`config.mk`:
```
export PLATFORM = sky130hd
export DESIGN_NAME = dpwv_merge
export DESIGN_NICKNAME = d
export VERILOG_FILES = /design/src/rtl/core/dpwv_pkg.sv /design/src/rtl/core/dpwv_merge.sv
export SDC_FILE = /design/constraint.sdc
export NUM_CORES = 1
export LEC_CHECK = 0
export BUFFER_PORTS_ARGS = -buffer_cell sky130_fd_sc_hd__buf_4
export CAP_MARGIN = 20
export CORE_MARGIN = 2
export CORE_UTILIZATION = 60
export DETAILED_ROUTE_END_ITERATION = 7
export PLACE_DENSITY = 0.85
export SLEW_MARGIN = 10
export SYNTH_ARGS = -nofsm -noshare
export SYNTH_HDL_FRONTEND = slang
export SYNTH_SLANG_ARGS = --single-unit
```
`constraint.sdc`:
```
create_clock -name clk -period 7.3 [get_ports clk]
set_input_delay 1.46 -clock clk [delete_from_list [all_inputs] [get_ports clk]]
set_output_delay 1.46 -clock clk [all_outputs]
set_load 0.05 [all_outputs]
```
`src/rtl/core/dpwv_pkg.sv`:
```
// Shared types, constants and fixed-point helpers for the dual-wheel PID
// velocity controller. No dependencies; every other file imports this package.
package dpwv_pkg;

	localparam int DATA_W    = 32;
	localparam int FRAC_BITS = 16;
	localparam int RANGE_W   = 16;
	localparam int PROD_W    = 2 * DATA_W;
	localparam int Q_W       = PROD_W - FRAC_BITS;
	localparam int CFG_IDX_W = 3;
	localparam int QDEPTH    = 4;
	localparam int PTR_W     = $clog2(QDEPTH);
	localparam int CNT_W     = $clog2(QDEPTH + 1);

	localparam logic [RANGE_W-1:0]       LANE_THRESHOLD = RANGE_W'(10);
	localparam logic signed [PROD_W-1:0] BOOST          = 64'sd2 <<< FRAC_BITS;
	localparam logic signed [PROD_W-1:0] ROUND_HALF     = 64'sd1 <<< (FRAC_BITS - 1);
	localparam logic signed [PROD_W-1:0] DATA_MAX       = (64'sd1 <<< (DATA_W - 1)) - 64'sd1;
	localparam logic signed [PROD_W-1:0] DATA_MIN       = -DATA_MAX - 64'sd1;

	typedef enum logic [CFG_IDX_W-1:0] {
		REG_GAIN_PROP,
		REG_GAIN_INT,
		REG_DERIV_COEF,
		REG_DERIV_DECAY,
		REG_INTEG_MAX,
		REG_INTEG_MIN,
		REG_DRIVE_MAX,
		REG_DRIVE_MIN
	} cfg_reg_t;

	typedef struct packed {
		logic signed [DATA_W-1:0] gain_prop;
		logic signed [DATA_W-1:0] gain_int_half_period;
		logic signed [DATA_W-1:0] deriv_coef;
		logic signed [DATA_W-1:0] deriv_decay;
		logic signed [DATA_W-1:0] integ_max;
		logic signed [DATA_W-1:0] integ_min;
		logic signed [DATA_W-1:0] drive_max;
		logic signed [DATA_W-1:0] drive_min;
	} pid_cfg_t;

	typedef struct packed {
		logic signed [DATA_W-1:0]  meas_vel_left;
		logic signed [DATA_W-1:0]  meas_vel_right;
		logic signed [DATA_W-1:0]  target_vel_left;
		logic signed [DATA_W-1:0]  target_vel_right;
		logic        [RANGE_W-1:0] range_left;
		logic        [RANGE_W-1:0] range_right;
	} wheel_in_t;

	typedef struct packed {
		logic signed [DATA_W-1:0] drive_left;
		logic signed [DATA_W-1:0] drive_right;
	} wheel_out_t;

	// one valid bit per pipeline stage, shared by both lanes
	typedef struct packed {
		logic s1;
		logic s2;
		logic s3;
		logic s4;
		logic s5;
	} stage_vld_t;

	typedef struct packed {
		logic signed [DATA_W-1:0] prop;
		logic signed [DATA_W-1:0] integ;
		logic signed [DATA_W-1:0] deriv;
	} lane_res_t;

	function automatic logic signed [PROD_W-1:0] ext_d(input logic signed [DATA_W-1:0] a);
		ext_d = {{(PROD_W - DATA_W){a[DATA_W-1]}}, a};
	endfunction

	function automatic logic signed [PROD_W-1:0] ext_q(input logic signed [Q_W-1:0] a);
		ext_q = {{(PROD_W - Q_W){a[Q_W-1]}}, a};
	endfunction

	function automatic logic signed [DATA_W-1:0] sat_d(input logic signed [PROD_W-1:0] v);
		if (v > DATA_MAX) begin
			sat_d = DATA_MAX[DATA_W-1:0];
		end else if (v < DATA_MIN) begin
			sat_d = DATA_MIN[DATA_W-1:0];
		end else begin
			sat_d = v[DATA_W-1:0];
		end
	endfunction

	// drop fraction bits of an exact product, half rounds toward plus infinity
	function automatic logic signed [Q_W-1:0] qround(input logic signed [PROD_W-1:0] p);
		logic signed [PROD_W-1:0] r;
		r = p + ROUND_HALF;
		qround = r[PROD_W-1:FRAC_BITS];
	endfunction

endpackage

```
`src/rtl/core/dpwv_merge.sv`:
```
// Merging stage: sums the three terms of each lane, saturates to the drive
// limits and queues the result for the output channel. Depends on dpwv_pkg.
module dpwv_merge (
	input  logic                              clk,
	input  logic                              arst_n,
	input  logic                              res_vld,
	input  dpwv_pkg::lane_res_t               left,
	input  dpwv_pkg::lane_res_t               right,
	input  logic signed [dpwv_pkg::DATA_W-1:0] drive_max,
	input  logic signed [dpwv_pkg::DATA_W-1:0] drive_min,
	output logic                              out_valid,
	input  logic                              out_ready,
	output dpwv_pkg::wheel_out_t              out_data
);
	import dpwv_pkg::*;

	wheel_out_t        queue_q [QDEPTH];
	logic [PTR_W-1:0]  wr_ptr_q, rd_ptr_q;
	logic [CNT_W-1:0]  fill_q;
	wheel_out_t        merged;
	logic              pop;

	function automatic logic signed [DATA_W-1:0] drive_sat(
		input lane_res_t r,
		input logic signed [DATA_W-1:0] hi,
		input logic signed [DATA_W-1:0] lo
	);
		logic signed [PROD_W-1:0] sum;
		sum = ext_d(r.prop) + ext_d(r.integ) + ext_d(r.deriv);
		if (sum > ext_d(hi)) begin
			drive_sat = hi;
		end else if (sum < ext_d(lo)) begin
			drive_sat = lo;
		end else begin
			drive_sat = sum[DATA_W-1:0];
		end
	endfunction

	always_comb begin
		merged.drive_left  = drive_sat(left, drive_max, drive_min);
		merged.drive_right = drive_sat(right, drive_max, drive_min);
	end

	assign out_valid = (fill_q != '0);
	assign out_data  = queue_q[rd_ptr_q];
	assign pop       = out_valid && out_ready;

	always_ff @(posedge clk) begin
		if (res_vld) begin
			queue_q[wr_ptr_q] <= merged;
		end
	end

	// upstream credit check keeps the queue from overflowing
	always_ff @(posedge clk or negedge arst_n) begin
		if (!arst_n) begin
			wr_ptr_q <= '0;
			rd_ptr_q <= '0;
			fill_q   <= '0;
		end else begin
			if (res_vld) begin
				wr_ptr_q <= wr_ptr_q + PTR_W'(1);
			end
			if (pop) begin
				rd_ptr_q <= rd_ptr_q + PTR_W'(1);
			end
			fill_q <= fill_q + CNT_W'(res_vld) - CNT_W'(pop);
		end
	end

endmodule

```
==> flow_summary_export.csv <==
group,metric,value,unit
setup_path,critPathRequiredTime,7.53,ns
timing,finalHoldViolations,0,
placed_design,place_congestion,0.968,
placed_design,io_buffers,324,
status,status,"completed",
placed_design,hpwlAfterDp,43100,um
run,max_cap_viol_count,0,
setup_path,cp-startpoint,"left[1]",
timing,fin_crit_sh,95.0,%
setup_path,path_cells,"buf_4 > fa_1 > ha_1 > fa_1 > a21oi_1 > o21ai_2 > and3_1 > o31a_1 > o31ai_4 > mux2i_1 > a211oi_1 > ha_1 > nand4_1 > nor4_1 > o2111ai_1 > o21ai_0 > buf_4 > mux2i_4 > buf_4 > mux2i_1 > o21ai_0",
logic_synthesis,synth_nets,2078,
clocking,clkLatencyLatePin,0.51,ns
global_route,grt_usage,33.4,%
detailed_routing,drc,0,
final_layout,design_area,22800,um2
pwr,powerDensity,428,nW/um2
timing,fmax,144,MHz
floorplanning,coreArea,30700,um2
setup_path,crit_family,"compound AO/OA/AOI/OAI gates",
clocking,cts_buffers,22,
logic_synthesis,syn_inst,1547,
timing,fin_ws,0.366,ns
final_layout,syn2layout_area_growth,21.0,%
logic_synthesis,async_reset_ff_share,2.66,%
final_layout,final_util,74.1,%
setup_path,critical-path-max-stage-delay,0.49,ns
hold_path,hp-class,"reg -> reg",
detailed_routing,first_iter_violations,1354,
global_route,grt.overflow.total,0,
setup_path,worstPathMaxFanout,11,
setup_path,worstPathArrival,7.16,ns
logic_synthesis,yosysSeqAreaShare,41.8,%
logic_synthesis,synth.ff_latch_count,263,
clocking,holdBufCountCts,0,
placed_design,dp_slack,-0.154,ns
timing,final-setup-viol-count,0,
floorplanning,die_w,181,um
final_layout,final_layout_size_suffix_gt1_share,26.0,%
clocking,post-cts-setup-buffers,0,
floorplanning,start_util,61.2,%
clocking,clkTransAtPathRegs,0.07,ns
floorplanning,rows,64,
setup_path,reg2regPathDepth,9,
final_layout,instances_no_fill,2315,
floorplanning,die_h,181,um
timing,maxSlewHeadroom,32.8,%
final_layout,fillers,2096,
placed_design,dp_cells,2275,
timing,slew_viol_final,0,
global_route,grt_pass1_wl,83800,um
setup_path,cp.depth,21,
logic_synthesis,ys_warn_count,0,
logic_synthesis,yosys.cell_types.count,73,
logic_synthesis,synth_edf_count,256,
timing,worst_pin_slew,1.01,ns
setup_path,critPathKind,"in -> reg",
global_route,grt_max_degree,66,
global_route,antenna_found_initial,3,
timing,fin_crit,6.93,ns
detailed_routing,via_per_inst,6.38,
detailed_routing,wl_per_cell,23.9,um
setup_path,cpMaxStageDelayCell,"fa_1",
clocking,cts_tree,"done",
detailed_routing,wirelength,55400,um
timing,finalClockSkew,0.0125,ns
detailed_routing,ant_nets,0,
setup_path,critPathCapture,"queue_q[2][50]",
setup_path,cpMostUsedCell,"buf_4",
clocking,cts_buffer_depth,3,
pwr,irDropWorstVdd,294,uV
floorplanning,dieArea,32800,um2
logic_synthesis,avgSynthCellArea,12.2,um2
timing,rsz0062_at_grt,"false",
pwr,leakagePower,9.61,nW
detailed_routing,vias,14800,
setup_path,r2r_slack,4.99,ns
clocking,cts_max_level,1,
final_layout,fin_nets,2434,
floorplanning,io_pins,325,
clocking,clock-sinks,263,
setup_path,reg2reg_to,"fill_q[2]",
placed_design,placed_cell_area,22000,um2
setup_path,path_buf_inv,3,
detailed_routing,dr.pass1.iters,6,
setup_path,critPathLaunchType,"primary input",
setup_path,r2r_start,"fill_q[2]",
global_route,grt_pass1_vias,14800,
logic_synthesis,synthFlopType,"edfxtp_1",
setup_path,end_kind,"register",
clocking,root_buffer,"clkbuf_16",
logic_synthesis,synth_area,18800,um2
==> cells by family (layout without fill, tap and decap cells) <==
logic type               Yosys count  in the layout  share of synthesized area [%]
other                              0              3                              0
buffers and inverters            137            506                           2.98
flip-flops                       263            263                           41.8
adder cells (fa/ha/maj)          271            271                           20.7
multiplexers                     120            120                           10.6
AO/OA/AOI/OAI                    392            392                           13.3
AND/OR/NAND/NOR                  309            309                           8.04
XOR/XNOR                          55             55                           2.56
==> worst register-to-register path: cells and delay by family, from the launching register on <==
kind	cells	cell delay, ns
and+or+nand+nor	2	0.60
adders and majority gates	3	0.78
xor gates and xnor gates	2	0.34
DFF	1	0.40
buffers and inverters	2	0.11
==> stage by stage <==
stage / total power, mW / hold slack (ns) / TNS (ns)
2_1_floorplan: 6.48 / 0.439 / 0
3_3_place_gp: 8.22 / 0.466 / -1.67
3_5_place_dp: 8.46 / 0.472 / -4.83
4_1_cts: 9.70 / 0.500 / 0
5_1_grt: 10.2 / 0.521 / 0
6_report: 9.75 / 0.492 / 0
==> registers in the layout, indices dropped and copies added (netlist names) <==
signal	cells
queue_q	256
wr_ptr_q	2
fill_q	3
rd_ptr_q	2
==> cells in the mapped netlist, drive strengths merged (20+ instances only) <==
library cell | instances | area share [%]
xor2 | 20 | 0.93
nand2 | 113 | 2.3
edfxtp | 256 | 41
nor2 | 49 | 0.98
a21o | 44 | 1.8
nand4 | 28 | 0.93
fa | 67 | 7.1
mux2i | 54 | 2.9
buf | 20 | 0.62
nand3 | 24 | 0.64
clkbuf | 28 | 0.58
ha | 204 | 14
xnor2 | 35 | 1.6
inv | 89 | 1.8
mux4 | 64 | 7.7
a21oi | 119 | 3.2
o21ai | 106 | 2.8
==> power breakdown <==
part           leakage (nW)  total [mW]  switching [mW]  internal (mW)
logic                  6.81        5.88            3.69           2.20
registers              2.44        2.68           0.188           2.49
clock network         0.355        1.18           0.503          0.682
==> layer usage <==
metal / vias to the layer above / part of all wire, % / routed length (um) / track usage, %
li1: 6658 / - / - / -
met4: 0 / 3.6 / 1990 / 11.3
met3: 123 / 8.3 / 4590 / 4.17
met5: - / 0 / 0 / 0
met2: 859 / 49 / 26900 / 56.7
met1: 7126 / 40 / 21900 / 44.9
==> final cells by class <==
class	instances	area [um2]	area share [%]
Antenna cell	3	7.51	0.0330
Clock buffer	27	591	2.59
Clock inverter	10	129	0.566
Inverter	89	334	1.47
Multi-Input combinational cell	1147	10500	45.9
Sequential cell	263	7870	34.5
Tap cell	396	495	2.18
Timing Repair Buffer	380	2890	12.7
==> timing repair <==
action | CTS | global route
resized for setup | 0 | 4
setup endpoints to repair | 0 | 20
hold endpoints to repair | 0 | 0
==> placed cells by master (no fill, tap or decap), types with 10 or more instances in the layout <==
master     netlist  routed
buf_4            4     377
edfxtp_1       256     256
ha_1           204     204
a21oi_1        119     119
nand2_1        113     113
o21ai_0        105     102
inv_1           89      89
fa_1            67      67
mux4_2          64      64
mux2i_1         54      52
nor2_1          49      49
a21o_1          44      44
xnor2_1         35      35
nand4_1         28      28
nand3_1         24      24
clkbuf_16        0      23
xor2_1          20      19
nor3_1          18      18
a211oi_1        17      17
o21a_1          14      14
and2_1          17      13
o211ai_1        11      11
and3_1          10      10
nor2b_1         10      10
a31oi_1         10      10
==> worst min-delay path by stage <==
| stage | from | end | slack, ns | cells past startpoint |
|---|---|---|---|---|
| floorplan | fill_q[2] | fill_q[2] | 0.44 | 1 |
| global placement | fill_q[2] | fill_q[2] | 0.47 | 1 |
| detailed placement | fill_q[2] | fill_q[2] | 0.47 | 1 |
| CTS | fill_q[2] | fill_q[2] | 0.50 | 1 |
| global route | fill_q[2] | fill_q[2] | 0.52 | 1 |
| finish | fill_q[2] | fill_q[2] | 0.49 | 1 |
Power figures use the tool's default switching activity.
